## src/hw/rtl/socd_last_input_key_cleaner_core_defines.svh

```systemverilog
// Assertion macros shared by the key cleaner RTL files.
// Each macro expects clk and arst_n in the scope where it is used.
`ifndef SOCD_LAST_INPUT_KEY_CLEANER_CORE_DEFINES_SVH
`define SOCD_LAST_INPUT_KEY_CLEANER_CORE_DEFINES_SVH

// Same-cycle implication, disabled while reset is asserted.
`define SOCD_ASSERT_SAME(lbl, ante, cons, msg) \
	lbl: assert property (@(posedge clk) disable iff (!arst_n) (ante) |-> (cons)) \
		else $error(msg);

// Next-cycle implication, disabled while reset is asserted.
`define SOCD_ASSERT_NEXT(lbl, ante, cons, msg) \
	lbl: assert property (@(posedge clk) disable iff (!arst_n) (ante) |=> (cons)) \
		else $error(msg);

`endif

```

## src/hw/rtl/socd_pkg.sv

```systemverilog
// Shared types, codes and helper functions for the last-input key cleaner.
// Used by socd_front, socd_queue, socd_back and the top level.
package socd_pkg;

	localparam int TIMER_BITS = 16;
	localparam int DELAY_W    = 16;
	localparam int NUM_KEYS   = 4;
	localparam int RES_MAX    = 4;
	localparam int RES_CNT_W  = 3;
	localparam int CFG_IDX_W  = 3;
	localparam int Q_DEPTH    = 2;

	// Input kinds.
	localparam logic MODE_EVENT = 1'b0;
	localparam logic MODE_TICK  = 1'b1;

	// Physical key codes.
	localparam logic [2:0] KEY_UP      = 3'd0;
	localparam logic [2:0] KEY_DOWN    = 3'd1;
	localparam logic [2:0] KEY_RIGHT   = 3'd2;
	localparam logic [2:0] KEY_LEFT    = 3'd3;
	localparam logic [2:0] KEY_JUMP    = 3'd4;
	localparam logic [2:0] KEY_REL_TGL = 3'd5;
	localparam logic [2:0] KEY_BRG_TGL = 3'd6;
	localparam logic [2:0] KEY_OTHER   = 3'd7;

	// Virtual key codes.
	localparam logic [1:0] VK_UP    = 2'd0;
	localparam logic [1:0] VK_DOWN  = 2'd1;
	localparam logic [1:0] VK_RIGHT = 2'd2;
	localparam logic [1:0] VK_LEFT  = 2'd3;

	// Key actions.
	localparam logic [1:0] ACT_RELEASE = 2'd0;
	localparam logic [1:0] ACT_PRESS   = 2'd1;

	// Last-side codes; the bridge side uses the same encoding (right = positive).
	localparam logic [1:0] SIDE_NONE = 2'd0;
	localparam logic [1:0] SIDE_POS  = 2'd1;
	localparam logic [1:0] SIDE_NEG  = 2'd2;

	localparam logic AXIS_VERT  = 1'b0;
	localparam logic AXIS_HORIZ = 1'b1;

	// Configuration register indexes.
	localparam logic [CFG_IDX_W-1:0] CFG_DELAY_UP        = 3'd0;
	localparam logic [CFG_IDX_W-1:0] CFG_DELAY_LEFT      = 3'd3;
	localparam logic [CFG_IDX_W-1:0] CFG_BRIDGE_AT_START = 3'd4;

	typedef struct packed {
		logic                  active;
		logic                  pending;
		logic                  pval;
		logic [TIMER_BITS-1:0] cnt;
	} key_st_t;

	typedef struct packed {
		key_st_t ks;
		logic    emit;
	} key_upd_t;

	// All results caused by one input item, in emission order.
	typedef struct packed {
		logic [RES_CNT_W-1:0]      cnt;
		logic [RES_MAX-1:0][1:0]   vk;
		logic [RES_MAX-1:0]        pr;
	} bundle_t;

	function automatic logic [TIMER_BITS-1:0] timer_load(input logic [DELAY_W-1:0] dly);
		logic [31:0] d;
		logic [31:0] m;
		d = 32'(dly);
		m = 32'((64'd1 << TIMER_BITS) - 64'd1);
		return (d > m) ? TIMER_BITS'(m) : TIMER_BITS'(d);
	endfunction

	function automatic key_upd_t set_key(input key_st_t ks, input logic [DELAY_W-1:0] dly,
			input logic target, input logic instant);
		key_upd_t r;
		r.ks   = ks;
		r.emit = 1'b0;
		if (dly == '0 || (instant && target)) begin
			r.emit       = (target != ks.active);
			r.ks.active  = target;
			r.ks.pending = 1'b0;
		end else if (target == ks.active) begin
			r.ks.pending = 1'b0;
		end else begin
			r.ks.pending = 1'b1;
			r.ks.cnt     = timer_load(dly);
			r.ks.pval    = target;
		end
		return r;
	endfunction

	function automatic bundle_t add_res(input bundle_t b, input logic [1:0] vk,
			input logic pr);
		bundle_t r;
		r = b;
		if (b.cnt < RES_CNT_W'(RES_MAX)) begin
			r.vk[b.cnt[1:0]] = vk;
			r.pr[b.cnt[1:0]] = pr;
			r.cnt            = b.cnt + RES_CNT_W'(1);
		end
		return r;
	endfunction

endpackage

```

## src/hw/rtl/socd_front.sv

```systemverilog
// Front part of the key cleaner: configuration registers, key state, and the
// classification of each input beat into a bundle of results. Uses socd_pkg.
`include "socd_last_input_key_cleaner_core_defines.svh"

module socd_front (
	input  logic                              clk,
	input  logic                              arst_n,
	input  logic                              cfg_we,
	input  logic [socd_pkg::CFG_IDX_W-1:0]    cfg_index,
	input  logic [socd_pkg::DELAY_W-1:0]      cfg_wdata,
	input  logic                              s_tvalid,
	output logic                              s_tready,
	input  logic [7:0]                        s_tdata,
	input  logic                              s_tuser,
	output logic                              push,
	output socd_pkg::bundle_t                 push_data,
	input  logic                              q_ready
);

	logic [socd_pkg::DELAY_W-1:0] delay_q [socd_pkg::NUM_KEYS];
	socd_pkg::key_st_t            keys_q  [socd_pkg::NUM_KEYS];
	logic [3:0]                   held_q;
	logic [1:0]                   last_side_q [2];
	logic [1:0]                   bside_q;
	logic                         roj_q;
	logic                         bmode_q;
	logic                         jump_q;

	socd_pkg::key_st_t n_keys [socd_pkg::NUM_KEYS];
	logic [3:0]        n_held;
	logic [1:0]        n_last_side [2];
	logic [1:0]        n_bside;
	logic              n_roj;
	logic              n_bmode;
	logic              n_jump;
	socd_pkg::bundle_t bun;
	logic              accept;
	logic [3:0]        pend_zero_w;

	logic [2:0] key_id;
	logic [1:0] key_act;

	assign key_id   = s_tdata[2:0];
	assign key_act  = s_tdata[4:3];
	assign s_tready = q_ready;
	assign accept   = s_tvalid && s_tready;
	assign push     = accept && (bun.cnt != '0);
	assign push_data = bun;

	always_comb begin
		logic                  do_upd;
		logic                  ax;
		logic                  is_pos;
		logic                  press;
		logic                  rel;
		logic [1:0]            pk;
		logic [1:0]            nk;
		logic                  p;
		logic                  n;
		logic                  pt;
		logic                  nt;
		logic                  idle;
		socd_pkg::key_upd_t    up_p;
		socd_pkg::key_upd_t    up_n;
		logic [socd_pkg::TIMER_BITS-1:0] dec;

		for (int i = 0; i < socd_pkg::NUM_KEYS; i++) n_keys[i] = keys_q[i];
		n_held         = held_q;
		n_last_side[0] = last_side_q[0];
		n_last_side[1] = last_side_q[1];
		n_bside        = bside_q;
		n_roj          = roj_q;
		n_bmode        = bmode_q;
		n_jump         = jump_q;
		bun            = '0;
		dec            = '0;
		do_upd         = 1'b0;
		ax             = key_id[1];
		is_pos         = !key_id[0];
		press          = (key_act == socd_pkg::ACT_PRESS);
		rel            = (key_act == socd_pkg::ACT_RELEASE);

		if (s_tuser == socd_pkg::MODE_TICK) begin
			// Countdowns run in parallel; keys finish in order up, down, right, left.
			for (int i = 0; i < socd_pkg::NUM_KEYS; i++) begin
				if (keys_q[i].pending) begin
					dec = (keys_q[i].cnt != '0) ? keys_q[i].cnt - 1'b1 : keys_q[i].cnt;
					n_keys[i].cnt = dec;
					if (dec == '0) begin
						if (keys_q[i].pval != keys_q[i].active)
							bun = socd_pkg::add_res(bun, 2'(i), keys_q[i].pval);
						n_keys[i].active  = keys_q[i].pval;
						n_keys[i].pending = 1'b0;
					end
				end
			end
		end else if (press || rel) begin
			unique case (key_id) inside
				socd_pkg::KEY_UP, socd_pkg::KEY_DOWN,
				socd_pkg::KEY_RIGHT, socd_pkg::KEY_LEFT: begin
					if (press && !held_q[key_id[1:0]]) begin
						n_held[key_id[1:0]] = 1'b1;
						n_last_side[ax] = is_pos ? socd_pkg::SIDE_POS : socd_pkg::SIDE_NEG;
						if (ax == socd_pkg::AXIS_HORIZ) n_bside = socd_pkg::SIDE_NONE;
						do_upd = 1'b1;
					end else if (rel) begin
						n_held[key_id[1:0]] = 1'b0;
						// Both horizontal keys let go under jump in bridge mode: hold the opposite side.
						if (ax == socd_pkg::AXIS_HORIZ && bmode_q && jump_q &&
								!n_held[2] && !n_held[3])
							n_bside = is_pos ? socd_pkg::SIDE_NEG : socd_pkg::SIDE_POS;
						do_upd = 1'b1;
					end
				end
				socd_pkg::KEY_JUMP: begin
					if (press && !jump_q) begin
						n_jump = 1'b1;
						if (roj_q) begin
							if (keys_q[socd_pkg::VK_UP].active)
								bun = socd_pkg::add_res(bun, socd_pkg::VK_UP, 1'b0);
							n_keys[socd_pkg::VK_UP].active  = 1'b0;
							n_keys[socd_pkg::VK_UP].pending = 1'b0;
						end
					end else if (rel) begin
						n_jump  = 1'b0;
						n_bside = socd_pkg::SIDE_NONE;
						ax      = socd_pkg::AXIS_HORIZ;
						do_upd  = 1'b1;
					end
				end
				socd_pkg::KEY_REL_TGL: begin
					if (press) n_roj = !roj_q;
				end
				socd_pkg::KEY_BRG_TGL: begin
					if (press) begin
						n_bmode = !bmode_q;
						if (bmode_q) begin
							n_bside = socd_pkg::SIDE_NONE;
							ax      = socd_pkg::AXIS_HORIZ;
							do_upd  = 1'b1;
						end
					end
				end
				default: ;
			endcase
		end

		pk = {ax, 1'b0};
		nk = {ax, 1'b1};
		p  = n_held[pk];
		n  = n_held[nk];
		pt = p && (!n || n_last_side[ax] == socd_pkg::SIDE_POS);
		nt = n && (!p || n_last_side[ax] == socd_pkg::SIDE_NEG);
		if (ax == socd_pkg::AXIS_HORIZ && n_bmode && n_jump && !p && !n) begin
			if (n_bside == socd_pkg::SIDE_POS) pt = 1'b1;
			else if (n_bside == socd_pkg::SIDE_NEG) nt = 1'b1;
		end
		idle = !n_keys[pk].active && !n_keys[nk].active &&
			!n_keys[pk].pending && !n_keys[nk].pending;
		up_p = socd_pkg::set_key(n_keys[pk], delay_q[pk], pt, idle);
		up_n = socd_pkg::set_key(n_keys[nk], delay_q[nk], nt, idle);
		if (do_upd) begin
			n_keys[pk] = up_p.ks;
			n_keys[nk] = up_n.ks;
			if (up_p.emit) bun = socd_pkg::add_res(bun, pk, pt);
			if (up_n.emit) bun = socd_pkg::add_res(bun, nk, nt);
		end
	end

	always_ff @(posedge clk or negedge arst_n) begin
		if (!arst_n) begin
			for (int i = 0; i < socd_pkg::NUM_KEYS; i++) begin
				delay_q[i] <= '0;
				keys_q[i]  <= '0;
			end
			held_q         <= '0;
			last_side_q[0] <= socd_pkg::SIDE_NONE;
			last_side_q[1] <= socd_pkg::SIDE_NONE;
			bside_q        <= socd_pkg::SIDE_NONE;
			roj_q          <= 1'b1;
			bmode_q        <= 1'b0;
			jump_q         <= 1'b0;
		end else begin
			if (accept) begin
				for (int i = 0; i < socd_pkg::NUM_KEYS; i++) keys_q[i] <= n_keys[i];
				held_q         <= n_held;
				last_side_q[0] <= n_last_side[0];
				last_side_q[1] <= n_last_side[1];
				bside_q        <= n_bside;
				roj_q          <= n_roj;
				jump_q         <= n_jump;
			end
			if (cfg_we && cfg_index == socd_pkg::CFG_BRIDGE_AT_START)
				bmode_q <= cfg_wdata[0];
			else if (accept)
				bmode_q <= n_bmode;
			if (cfg_we && cfg_index <= socd_pkg::CFG_DELAY_LEFT)
				delay_q[cfg_index[1:0]] <= cfg_wdata;
		end
	end

	always_comb begin
		for (int i = 0; i < socd_pkg::NUM_KEYS; i++)
			pend_zero_w[i] = keys_q[i].pending && (keys_q[i].cnt == '0);
	end

	// A pending change always has time left to run.
	`SOCD_ASSERT_SAME(a_pend_has_time, 1'b1, pend_zero_w == '0, "pending key with zero countdown")
	// A bundle is only pushed when the queue has room for it.
	`SOCD_ASSERT_SAME(a_push_ready, push, q_ready, "bundle pushed into a full queue")

endmodule

```

## src/hw/rtl/socd_queue.sv

```systemverilog
// Two-entry queue of result bundles between the front and back parts.
// Uses socd_pkg for the bundle type and depth.
`include "socd_last_input_key_cleaner_core_defines.svh"

module socd_queue (
	input  logic              clk,
	input  logic              arst_n,
	input  logic              push,
	input  socd_pkg::bundle_t push_data,
	output logic              q_ready,
	output logic              q_valid,
	output socd_pkg::bundle_t q_data,
	input  logic              pop
);

	socd_pkg::bundle_t mem_q [socd_pkg::Q_DEPTH];
	logic              wr_q;
	logic              rd_q;
	logic [1:0]        cnt_q;
	logic              do_pop;

	assign q_ready = (cnt_q != 2'(socd_pkg::Q_DEPTH));
	assign q_valid = (cnt_q != '0);
	assign q_data  = mem_q[rd_q];
	assign do_pop  = pop && q_valid;

	always_ff @(posedge clk) begin
		if (push) mem_q[wr_q] <= push_data;
	end

	always_ff @(posedge clk or negedge arst_n) begin
		if (!arst_n) begin
			wr_q  <= 1'b0;
			rd_q  <= 1'b0;
			cnt_q <= '0;
		end else begin
			if (push) wr_q <= !wr_q;
			if (do_pop) rd_q <= !rd_q;
			case ({push, do_pop})
				2'b10:   cnt_q <= cnt_q + 2'd1;
				2'b01:   cnt_q <= cnt_q - 2'd1;
				default: cnt_q <= cnt_q;
			endcase
		end
	end

	`SOCD_ASSERT_SAME(a_cnt_range, 1'b1, cnt_q <= 2'(socd_pkg::Q_DEPTH), "queue count overflow")

endmodule

```

## src/hw/rtl/socd_back.sv

```systemverilog
// Back part of the key cleaner: takes one bundle at a time from the queue
// and sends its results out one beat each, tlast on the final one. Uses socd_pkg.
`include "socd_last_input_key_cleaner_core_defines.svh"

module socd_back (
	input  logic              clk,
	input  logic              arst_n,
	input  logic              q_valid,
	input  socd_pkg::bundle_t q_data,
	output logic              pop,
	output logic              m_tvalid,
	input  logic              m_tready,
	output logic [7:0]        m_tdata,
	output logic              m_tlast
);

	socd_pkg::bundle_t cur_q;
	logic [1:0]        idx_q;
	logic              busy_q;
	logic              m_tvalid_q;
	logic [1:0]        vk_q;
	logic              pr_q;
	logic              last_q;
	logic              adv;
	logic              fin;

	assign pop      = !busy_q && q_valid;
	assign adv      = !m_tvalid_q || m_tready;
	assign fin      = ({1'b0, idx_q} + 3'd1) == cur_q.cnt;
	assign m_tvalid = m_tvalid_q;
	assign m_tdata  = {5'd0, pr_q, vk_q};
	assign m_tlast  = last_q;

	always_ff @(posedge clk) begin
		if (pop) cur_q <= q_data;
		if (adv && busy_q) begin
			vk_q   <= cur_q.vk[idx_q];
			pr_q   <= cur_q.pr[idx_q];
			last_q <= fin;
		end
	end

	always_ff @(posedge clk or negedge arst_n) begin
		if (!arst_n) begin
			idx_q      <= '0;
			busy_q     <= 1'b0;
			m_tvalid_q <= 1'b0;
		end else begin
			if (pop) begin
				idx_q  <= '0;
				busy_q <= 1'b1;
			end else if (adv && busy_q) begin
				idx_q <= idx_q + 2'd1;
				if (fin) busy_q <= 1'b0;
			end
			if (adv) m_tvalid_q <= busy_q;
		end
	end

	`SOCD_ASSERT_SAME(a_idx_in_bundle, busy_q, {1'b0, idx_q} < cur_q.cnt, "result index past bundle")
	`SOCD_ASSERT_NEXT(a_pop_loads, pop, busy_q && idx_q == '0, "popped bundle not loaded")

endmodule

```

## src/hw/rtl/socd_last_input_key_cleaner_core.sv

```systemverilog
// Top level of the last-input key cleaner.
// Instantiates socd_front, socd_queue and socd_back; uses socd_pkg.
//
// Usage: the slave stream carries key events and one-millisecond ticks, one
// per beat; tuser says which (0 event, 1 tick), tdata holds key id and action.
// The master stream carries virtual key changes, one per beat, with tlast on
// the final change caused by an input beat. Inputs that change nothing give no
// output beats. Configuration writes (per-key delays, bridge start flag) are
// taken on any cycle with cfg_we high and must be done while the block is idle.
// The first result of an input passes through the queue, the bundle register
// and the output register. Throughput: an input is accepted every cycle while
// the two-entry bundle queue has room; the output side loads each bundle, then
// sends its results one per beat and takes the next once its last is registered.
// Reset clears all key state, all delays to zero, bridging off and
// release-on-jump on. When the receiver stalls, the output beat holds and the
// queue fills; once it is full, s_tready drops until a bundle is taken.
module socd_last_input_key_cleaner_core (
	input  logic                           clk,
	input  logic                           arst_n,
	input  logic                           cfg_we,
	input  logic [socd_pkg::CFG_IDX_W-1:0] cfg_index,
	input  logic [socd_pkg::DELAY_W-1:0]   cfg_wdata,
	input  logic                           s_tvalid,
	output logic                           s_tready,
	input  logic [7:0]                     s_tdata,   // key_id [2:0], key_action [4:3]
	input  logic                           s_tuser,   // mode
	output logic                           m_tvalid,
	input  logic                           m_tready,
	output logic [7:0]                     m_tdata,   // virtual_key [1:0], pressed [2]
	output logic                           m_tlast
);

	logic              push;
	socd_pkg::bundle_t push_data;
	logic              q_ready;
	logic              q_valid;
	socd_pkg::bundle_t q_data;
	logic              pop;

	socd_front u_front (
		.clk       (clk),
		.arst_n    (arst_n),
		.cfg_we    (cfg_we),
		.cfg_index (cfg_index),
		.cfg_wdata (cfg_wdata),
		.s_tvalid  (s_tvalid),
		.s_tready  (s_tready),
		.s_tdata   (s_tdata),
		.s_tuser   (s_tuser),
		.push      (push),
		.push_data (push_data),
		.q_ready   (q_ready)
	);

	socd_queue u_queue (
		.clk       (clk),
		.arst_n    (arst_n),
		.push      (push),
		.push_data (push_data),
		.q_ready   (q_ready),
		.q_valid   (q_valid),
		.q_data    (q_data),
		.pop       (pop)
	);

	socd_back u_back (
		.clk      (clk),
		.arst_n   (arst_n),
		.q_valid  (q_valid),
		.q_data   (q_data),
		.pop      (pop),
		.m_tvalid (m_tvalid),
		.m_tready (m_tready),
		.m_tdata  (m_tdata),
		.m_tlast  (m_tlast)
	);

endmodule
```

## config.mk

```make
export PLATFORM = sky130hd
export DESIGN_NAME = socd_last_input_key_cleaner_core
export DESIGN_NICKNAME = d
export VERILOG_FILES = /design/src/hw/rtl/socd_pkg.sv /design/src/hw/rtl/socd_front.sv /design/src/hw/rtl/socd_queue.sv /design/src/hw/rtl/socd_back.sv /design/src/hw/rtl/socd_last_input_key_cleaner_core.sv
export VERILOG_INCLUDE_DIRS = /design/src /design/src/hw/rtl
export SDC_FILE = /design/constraint.sdc
export NUM_CORES = 1
export LEC_CHECK = 0
export CAP_MARGIN = 20
export CORE_MARGIN = 5
export CORE_UTILIZATION = 50
export CTS_BUF_LIST = sky130_fd_sc_hd__clkbuf_4
export DETAILED_ROUTE_END_ITERATION = 10
export DONT_BUFFER_PORTS = 1
export SLEW_MARGIN = 20
export SYNTH_ARGS = -nofsm -noshare
export SYNTH_HDL_FRONTEND = slang
export SYNTH_SLANG_ARGS = --single-unit
```

## constraint.sdc

```tcl
create_clock -name clk -period 8.93 [get_ports clk]
set_input_delay 0 -clock clk [delete_from_list [all_inputs] [get_ports clk]]
set_output_delay 0 -clock clk [all_outputs]
set_load 0.1 [all_outputs]
```

# After elaboration in Yosys (flattened, before gate mapping)
# Memory sizes are Yosys's and may differ from the RTL's. A register that Yosys moved wholly into a read port is not among the register bits.
# Index checks and enable logic that the tools add are counted.
[totals]
ff_bits = 165
latchBits = 0
ram_bits = 30
mem_bits_ro = 0
in_bits = 33
output_inout_bits = 11
elab_cells = 393
n_memories = 1
[memory_table]
columns = ["name", "words", "width", "rd", "rd_ports_with_merged_regs", "wr", "line", "text"]
rows = [
  ["u_queue.mem_q", 2, 15, 1, 1, 1, "socd_queue.sv:16", "socd_pkg::bundle_t mem_q [socd_pkg::Q_DEPTH];"],
]
[classes]
n_addsub = 13
mul = 0
div_mod_pow = 0
order_cmp = 30
eq_ne = 24
n_shift = 0
muxes = 195
bitwise = 16
n_reduce_logical = 78
[op_table]
columns = ["operator", "n"]
rows = [
  ["15-bit 2-to-1 mux", 28],
  ["16-bit 2-to-1 mux", 14],
  ["76-bit bitwise mux", 2],
  ["19-bit 2-to-1 mux", 6],
  ["16-bit logical NOT", 6],
  ["19-bit binary-select mux with 2-bit select", 2],
  ["19-bit demux with 2-bit select", 2],
  ["76-bit 2-to-1 mux", 1],
  ["2-bit 2-to-1 mux", 37],
  ["17-bit 2-to-1 mux", 4],
  ["16-bit binary-select mux with 2-bit select", 2],
  ["64-bit bitwise mux", 1],
  ["16-bit nonzero test", 4],
  ["16-bit by 1-bit subtractor with 16-bit output (second input constant)", 4],
  ["1-bit 2-to-1 mux", 54],
  ["18-bit 2-to-1 mux", 3],
  ["4-bit 2-to-1 mux", 9],
  ["1-bit logical AND", 34],
  ["16-bit demux with 2-bit select", 1],
  ["2-bit by 3-bit < comparator with 1-bit output (second input constant)", 9],
  ["13-bit 2-to-1 mux", 2],
  ["4-bit bitwise mux", 6],
  ["2-bit demux with 2-bit select", 5],
  ["8-bit bitwise mux", 2],
  ["44 further kinds", 118],
]

# Logic depth before layout (Yosys ltp)
# Gate-level depths: netlist of the first run.
[logic_depth]
word_depth = 58
ltp_mapped = 31
mapped_depth_nobuf = 30

# Hierarchy
# A second synthesis of the first run with hierarchy kept.
[unflattened]
hier_cells = 1357
hier_area_um2 = 12967.4
[modules_own_cells]
columns = ["mod", "instances", "cells_each", "area_per_inst_um2"]
rows = [
  ["socd_front", 1, 1241, 10752.8],
  ["socd_queue", 1, 64, 1290.0],
  ["socd_back", 1, 52, 924.6],
]

# Least setup slack after synthesis of the first run
# No wires, ideal clock.
[synth_timing]
path_kind = "flip-flop to flip-flop"
from = "register u_front.keys_q[57] in the netlist's numbering"
to = "memory u_queue.mem_q[1][0] in the netlist's numbering (enable)"
setup_time_ps = 386
arrival_time_ps = 6042
slack_ps = 2502
stages_incl_launch_ff = 29
n_path_buf = 1
cell_sequence = "dfrtp_1 > buf_2 > inv_1 > ha_1 > nor3b_2 > and4_1 > mux2_2 > o2111ai_1 > or4_4 > nor2_1 > ha_1 > mux2i_1 > inv_1 > ha_1 > mux2i_1 > ha_1 > nand2_1 > o211a_1 > inv_1 > ha_1 > nand2_1 > o21ai_0 > inv_1 > ha_1 > inv_1 > o2111ai_2 > o311ai_4 > o31ai_4 > nor2_1"
[synth_rtl]
columns = ["item", "line", "text"]
rows = [
  ["start: declaration", "socd_front.sv:21", "socd_pkg::key_st_t keys_q [socd_pkg::NUM_KEYS];"],
  ["start signal: indexed assignment", "socd_front.sv:174", "keys_q[i] <= '0;"],
  ["end: declaration", "socd_queue.sv:16", ""],
]

==> results of run 1 <==
-- cell families (layout without fill, tap and decap cells) --
group | Yosys count | after routing | synth area share [%]
DFF | 210 | 210 | 42.3
xor gates and xnor gates | 17 | 17 | 1.25
buffers and inverters | 153 | 228 | 4.86
adders and majority gates | 24 | 24 | 2.31
and+or+nand+nor | 480 | 480 | 20.0
other | 1 | 7 | 0.0288
AOI/OAI and AO/OA | 402 | 402 | 19.7
muxes | 108 | 108 | 9.52
-- placed cells by master, fill, tap and decap left out, types with 16 or more instances in the layout --
cell type / netlist / layout
edfxtp_1: 49 / 49
clkbuf_4: 0 / 81
dlygate4sd3_1: 0 / 50
dfrtp_1: 160 / 160
ha_1: 24 / 24
nand2b_1: 16 / 16
mux2i_1: 19 / 19
nor4_1: 36 / 36
nand3_1: 40 / 39
inv_1: 66 / 66
a21oi_1: 137 / 137
o21ai_0: 90 / 90
o22ai_1: 30 / 30
nand2_1: 119 / 118
mux2_2: 85 / 85
nor3_1: 33 / 33
nor2_1: 104 / 104
nand4_1: 26 / 26
-- worst max-delay path, delay by kind of cell (launching register included) --
kind	cells	cell delay (ns)
muxes	2	0.61
AOI/OAI and AO/OA	7	1.58
buffers and inverters	5	0.43
and+or+nand+nor	6	1.71
adders and majority gates	6	1.64
DFF	1	0.47
xor gates and xnor gates	2	0.59
-- power breakdown --
part           switching, W  internal [W]
Sequential         0.000543       0.00129
Combinational      0.000745      0.000517
Clock              0.000404      0.000445
Total               0.00169       0.00225
-- per-layer routing --
metal,wire [microns],share of wire [%]
met5,0,0
met4,1170,3.1
met3,1940,5.2
met2,17600,47
met1,16500,44
-- through the flow --
| stage | setup WS (ns) | area, sq um | utilization, % | cells |
|---|---|---|---|---|
| after global routing | 1.18 | 14400 | 55.7 | 1811 |
| final | 1.78 | 14400 | 55.7 | 1811 |
| after floorplan | 2.50 | 13000 | - | 1399 |
| after CTS | 1.84 | 14400 | 55.7 | 1809 |
| after global placement | 2.04 | 13100 | 50.8 | 1657 |
| after detailed placement | 1.88 | 13100 | 50.8 | 1657 |
-- flip-flops by register name, summed over array words and instances (netlist names) --
signal	flops
u_queue.rd_q	1
u_back.busy_q	1
u_front.roj_q	1
u_queue.mem_q	30
u_back.m_tlast	1
u_front.bmode_q	1
u_back.idx_q	2
u_front.last_side_q	4
u_front.keys_q	76
u_queue.cnt_q	2
u_front.delay_q	64
u_back.cur_q	15
u_back.m_tvalid	1
u_front.held_q	4
u_queue.wr_q	1
u_front.jump_q	1
u_back.pr_q	1
u_front.bside_q	2
u_back.vk_q	2
-- area by class of cell --
class / instances / area [sq um]
sequential: 210 / 5500
timing repair buffer: 62 / 623
tap: 335 / 419
clock buffer: 81 / 608
multi-input combinational: 1036 / 6890
antenna: 2 / 5.00
fill: 2382 / 11400
inverter: 66 / 248
clock inverter: 19 / 104
-- repair_timing --
item,in CTS,in global routing
hold buffers,52,0
endpoints found under the setup margin,0,0
hold endpoints to repair,347,0
gates resized for setup,0,0
-- worst max-delay path by stage --
stage                                      to  slack [ns]  depth (start not counted)
after floorplan           u_queue.mem_q[1][0]        2.50                         28
after global placement       u_queue.cnt_q[1]        2.04                         28
after detailed placement     u_queue.cnt_q[1]        1.88                         28
after CTS                    u_queue.cnt_q[1]        1.84                         28
after global routing         u_queue.cnt_q[1]        1.18                         29
final                        u_queue.cnt_q[1]        1.78                         28
==> impl_metrics.py, run 1 <==
metrics = {
    "status": {
        "outcome": "completed",
    },
    "setup_path": {
        "crit_required_ns": 9.51,
        "start_kind": "register",
        "crit_slowest_cell": "or4_4",
        "cp-startpoint": "u_front.keys_q[57]",
        "rr_startpoint": "u_front.keys_q[57]",
        "regToRegSetupSlack_ns": 1.78,
        "slowest_delay_ns": 0.49,
        "rr_endpoint": "u_queue.cnt_q[1]",
        "cp.arrival_ns": 7.73,
        "cp-end-kind": "register",
        "path_class": "reg -> reg",
        "worstRegToRegCells": 28,
        "path_max_fanout": 12,
        "crit_top_cell": "ha_1",
    },
    "grt": {
        "busiest_layer": "met2",
        "grtUsageMet2_pct": 41.8,
        "grt_start_max_net_pins": 161,
        "grt_usage_pct": 25.6,
        "grt_pass1_vias": 10900,
        "grt_use_met3_pct": 3.82,
        "use_met1_pct": 35.2,
        "grt_pass1_wl_microns": 60400,
        "antenna_found_initial": 2,
        "overflow": 0,
    },
    "sta": {
        "rsz0062_at_grt": "no",
        "slew_headroom_pct": 25.4,
        "hold_violations": 0,
        "layout_min_cycle_time_ns": 7.15,
        "skew_ns": 0.0495,
        "final.period_utilization_pct": 80.1,
        "worstMarginPinSlew_ns": 1.12,
        "timing.hold.ws_ns": 0.128,
        "fin_tns_setup_ns": 0,
        "fmax_ghz": 0.140,
        "setup_violations": 0,
        "drv_slew": 0,
    },
    "synthesis": {
        "synth_edf_count": 49,
        "syn_inst": 1395,
        "async_flop_share_pct": 76.7,
        "synth_cell_types": 93,
        "yosys-top-cells-count": "dfrtp_1, a21oi_1, nand2_1",
        "ys_seq_elements": 210,
        "yosys.area.top_type": "dfrtp_1",
        "synth_seq_area_share_pct": 42.3,
        "synth_top_flop_cell": "dfrtp_1",
        "yosys.area.top_type_share_pct": 30.8,
        "synth.most_common_cell": "dfrtp_1",
        "synth_area_leaders": "dfrtp_1, edfxtp_1, mux2_2",
        "synth_area_sq_um": 13000,
        "syn_avg_cell_area_sq_um": 9.32,
        "yosysWarnings": 0,
    },
    "min_path": {
        "whs_endpoint": "u_back.m_tvalid",
        "hold_depth": 3,
        "hp-class": "in -> reg",
        "worstHoldStart": "m_tready",
    },
    "die": {
        "fp.dieArea_sq_um": 29300,
        "die_w_microns": 171,
        "coreArea_sq_um": 25800,
        "start_util_pct": 50.3,
        "num_rows": 59,
        "dieHeight_microns": 171,
        "io_pins": 44,
    },
    "clocking": {
        "htreeDepth": 2,
        "insertion_delay_ns": 0.69,
        "clock_sinks": 210,
        "root_buffer": "clkbuf_4",
        "cts_max_path_buffers": 3,
        "clkTransAtPathRegs_ns": 0.07,
        "cts_tree": "yes",
        "cts_buffers": 57,
        "post_cts_buffers": 0,
    },
    "routing": {
        "drtPass1Iterations": 6,
        "vias": 11300,
        "drtIter0Drc": 829,
        "wl_microns": 37300,
        "viasPerCell": 6.21,
        "wl_per_cell_microns": 20.6,
        "antenna_left": 0,
        "drc": 0,
    },
    "layout": {
        "syn2layout_area_growth_pct": 10.8,
        "nets": 1490,
        "layout-drive-gt1-share_pct": 15.5,
    },
    "placement": {
        "gp_congestion": 0.940,
        "port_buffers": 0,
        "hpwl_microns": 25100,
    },
    "pwr": {
        "total_power_w": 0.00394,
        "vdd_drop_max_uv": 182,
        "p_leak_nw": 5.62,
        "powerDensity_nw_per_um2": 274,
    },
    "job": {
        "maxCapViolCount": 0,
    },
}
Power figures use the tool's default switching activity.
==> run 2, diff against run 1 <==
- clock period: 8.93 -> 6.6 ns (I/O delays scaled with it)
==> run 2 against run 1 <==
  * The run now ends with hold timing left
  * Register-to-register slack worse by 1.5 ns
  * Sequential cell count unchanged
  * Combinational power grew 38%
  * Final area rose by 0.76%
  * Highest routed layer unchanged
  * Core utilization is 0.43 points higher
  * Largest power group unchanged
  * Critical path depth is 1 higher
==> impl_metrics.py, run 2 (synthesized netlist as in run 1, its figures left out) <==
metrics = {
    "die": {
        "dieHeight_microns": 171,
        "io_pins": 44,
        "coreArea_sq_um": 25800,
        "fp.dieArea_sq_um": 29300,
        "die_w_microns": 171,
        "num_rows": 59,
        "start_util_pct": 50.3,
    },
    "grt": {
        "grt_start_max_net_pins": 162,
        "antenna_found_initial": 5,
        "grt_pass1_wl_microns": 60500,
        "grt_usage_pct": 25.9,
        "overflow": 0,
        "grt_pass1_vias": 11000,
    },
    "clocking": {
        "clkTransAtPathRegs_ns": 0.07,
        "htreeDepth": 2,
        "cts_buffers": 57,
        "root_buffer": "clkbuf_4",
        "post_cts_buffers": 0,
        "clock_sinks": 210,
        "cts_tree": "yes",
        "insertion_delay_ns": 0.68,
        "cts_max_path_buffers": 3,
    },
    "sta": {
        "skew_ns": 0.0517,
        "fmax_ghz": 0.159,
        "setup_violations": 0,
        "slew_headroom_pct": 25.2,
        "finalWorstSetupSlack_ns": 0.304,
        "drv_slew": 0,
        "timing.hold.ws_ns": -0.0426,
        "final.period_utilization_pct": 95.4,
        "fin_tns_setup_ns": 0,
        "layout_min_cycle_time_ns": 6.30,
        "hold_violations": 2,
        "worstMarginPinSlew_ns": 1.12,
    },
    "pwr": {
        "p_leak_nw": 5.66,
        "total_power_w": 0.00539,
        "powerDensity_nw_per_um2": 371,
        "vdd_drop_max_uv": 219,
    },
    "routing": {
        "wl_microns": 38100,
        "wl_per_cell_microns": 20.9,
        "drtPass1Iterations": 7,
        "drtIter0Drc": 1055,
        "viasPerCell": 6.25,
        "vias": 11400,
        "antenna_left": 0,
        "drc": 0,
    },
    "setup_path": {
        "worstRegToRegCells": 29,
        "cp.arrival_ns": 6.86,
        "path_max_fanout": 9,
        "crit_slowest_cell": "or4_4",
        "path_buf_inv": 5,
        "rr_endpoint": "u_queue.cnt_q[1]",
        "slowest_delay_ns": 0.62,
        "cp.depth": 29,
        "regToRegSetupSlack_ns": 0.30,
        "path_class": "reg -> reg",
        "crit_required_ns": 7.17,
        "cp-end-kind": "register",
        "rr_startpoint": "u_front.keys_q[57]",
        "start_kind": "register",
        "crit_family": "adder cells",
    },
    "layout": {
        "layout-drive-gt1-share_pct": 17.2,
        "final_common_cell": "dfrtp_1",
        "final_cell_mix": "dfrtp_1, a21oi_1, nand2_1",
        "utilization_pct": 56.2,
        "largest_register_ffs": 76,
        "top_register": "u_front.keys_q",
        "syn2layout_area_growth_pct": 11.6,
        "nets": 1496,
        "top_regs": "u_front.keys_q x76, u_front.delay_q x64, u_queue.mem_q x30",
        "fillCellCount": 2323,
    },
    "placement": {
        "preCtsSetupSlack_ns": 0.0653,
        "port_buffers": 0,
        "hpwl_microns": 25500,
        "gp_congestion": 0.949,
    },
    "status": {
        "outcome": "complete, but fails checks",
        "violations": "hold timing",
    },
    "job": {
        "maxCapViolCount": 0,
    },
    "min_path": {
        "hp-class": "in -> async",
    },
}
-- run 2: how the worst max path moves through the flow --
| stage | start | slack [ns] | endpoint |
|---|---|---|---|
| final | u_front.keys_q[57] | 0.30 | u_queue.cnt_q[1] |
| after global routing | u_front.keys_q[19] | -0.03 | u_queue.cnt_q[1] |
| after CTS | u_front.keys_q[57] | 0.03 | u_queue.cnt_q[1] |
| after detailed placement | u_front.keys_q[57] | 0.07 | u_queue.cnt_q[1] |
| after global placement | u_front.keys_q[57] | 0.22 | u_queue.cnt_q[1] |
| after floorplan | u_front.keys_q[57] | 0.17 | u_queue.mem_q[1][0] |
-- run 2: timing repair --
| item | CTS | global route |
|---|---|---|
| endpoints found under the hold margin | 333 | 0 |
| endpoints found under the setup margin | 1 | 34 |
| gates resized for setup | 1 | 13 |
| pin swaps | 0 | 1 |
| hold buffers | 44 | 0 |
| cloned | 0 | 0 |
-- run 2: layout make-up --
cell class / instances / area, sq um / share of cell area [%]
clock buffers: 84 / 631 / 4.35
multi-input cells: 1036 / 6950 / 47.9
well taps: 335 / 419 / 2.89
repair buffers: 68 / 648 / 4.47
flip-flops and latches: 210 / 5500 / 37.9
inverters: 66 / 248 / 1.71
diodes: 5 / 12.5 / 0.0862
clock inverters: 17 / 97.6 / 0.673
-- run 2: report_power, final --
| group | internal [W] | total (W) | switching [W] |
|---|---|---|---|
| clock network | 0.000620 | 0.00117 | 0.000553 |
| registers | 0.00175 | 0.00248 | 0.000730 |
| logic | 0.000714 | 0.00174 | 0.00102 |
| total | 0.00308 | 0.00539 | 0.00231 |
-- run 2: routing by layer --
metal  routed length [microns]  global-route usage [%]
met5                         0                       0
met4                      1330                    9.89
met3                      2540                    4.99
met2                     18000                    42.8
met1                     16200                    33.9
-- run 2: stage by stage --
step,instances,instance area (sq um)
CTS,1816,14400
global route,1821,14500
global placement,1671,13200
finish,1821,14500
floorplan,1399,13000
detailed placement,1671,13200
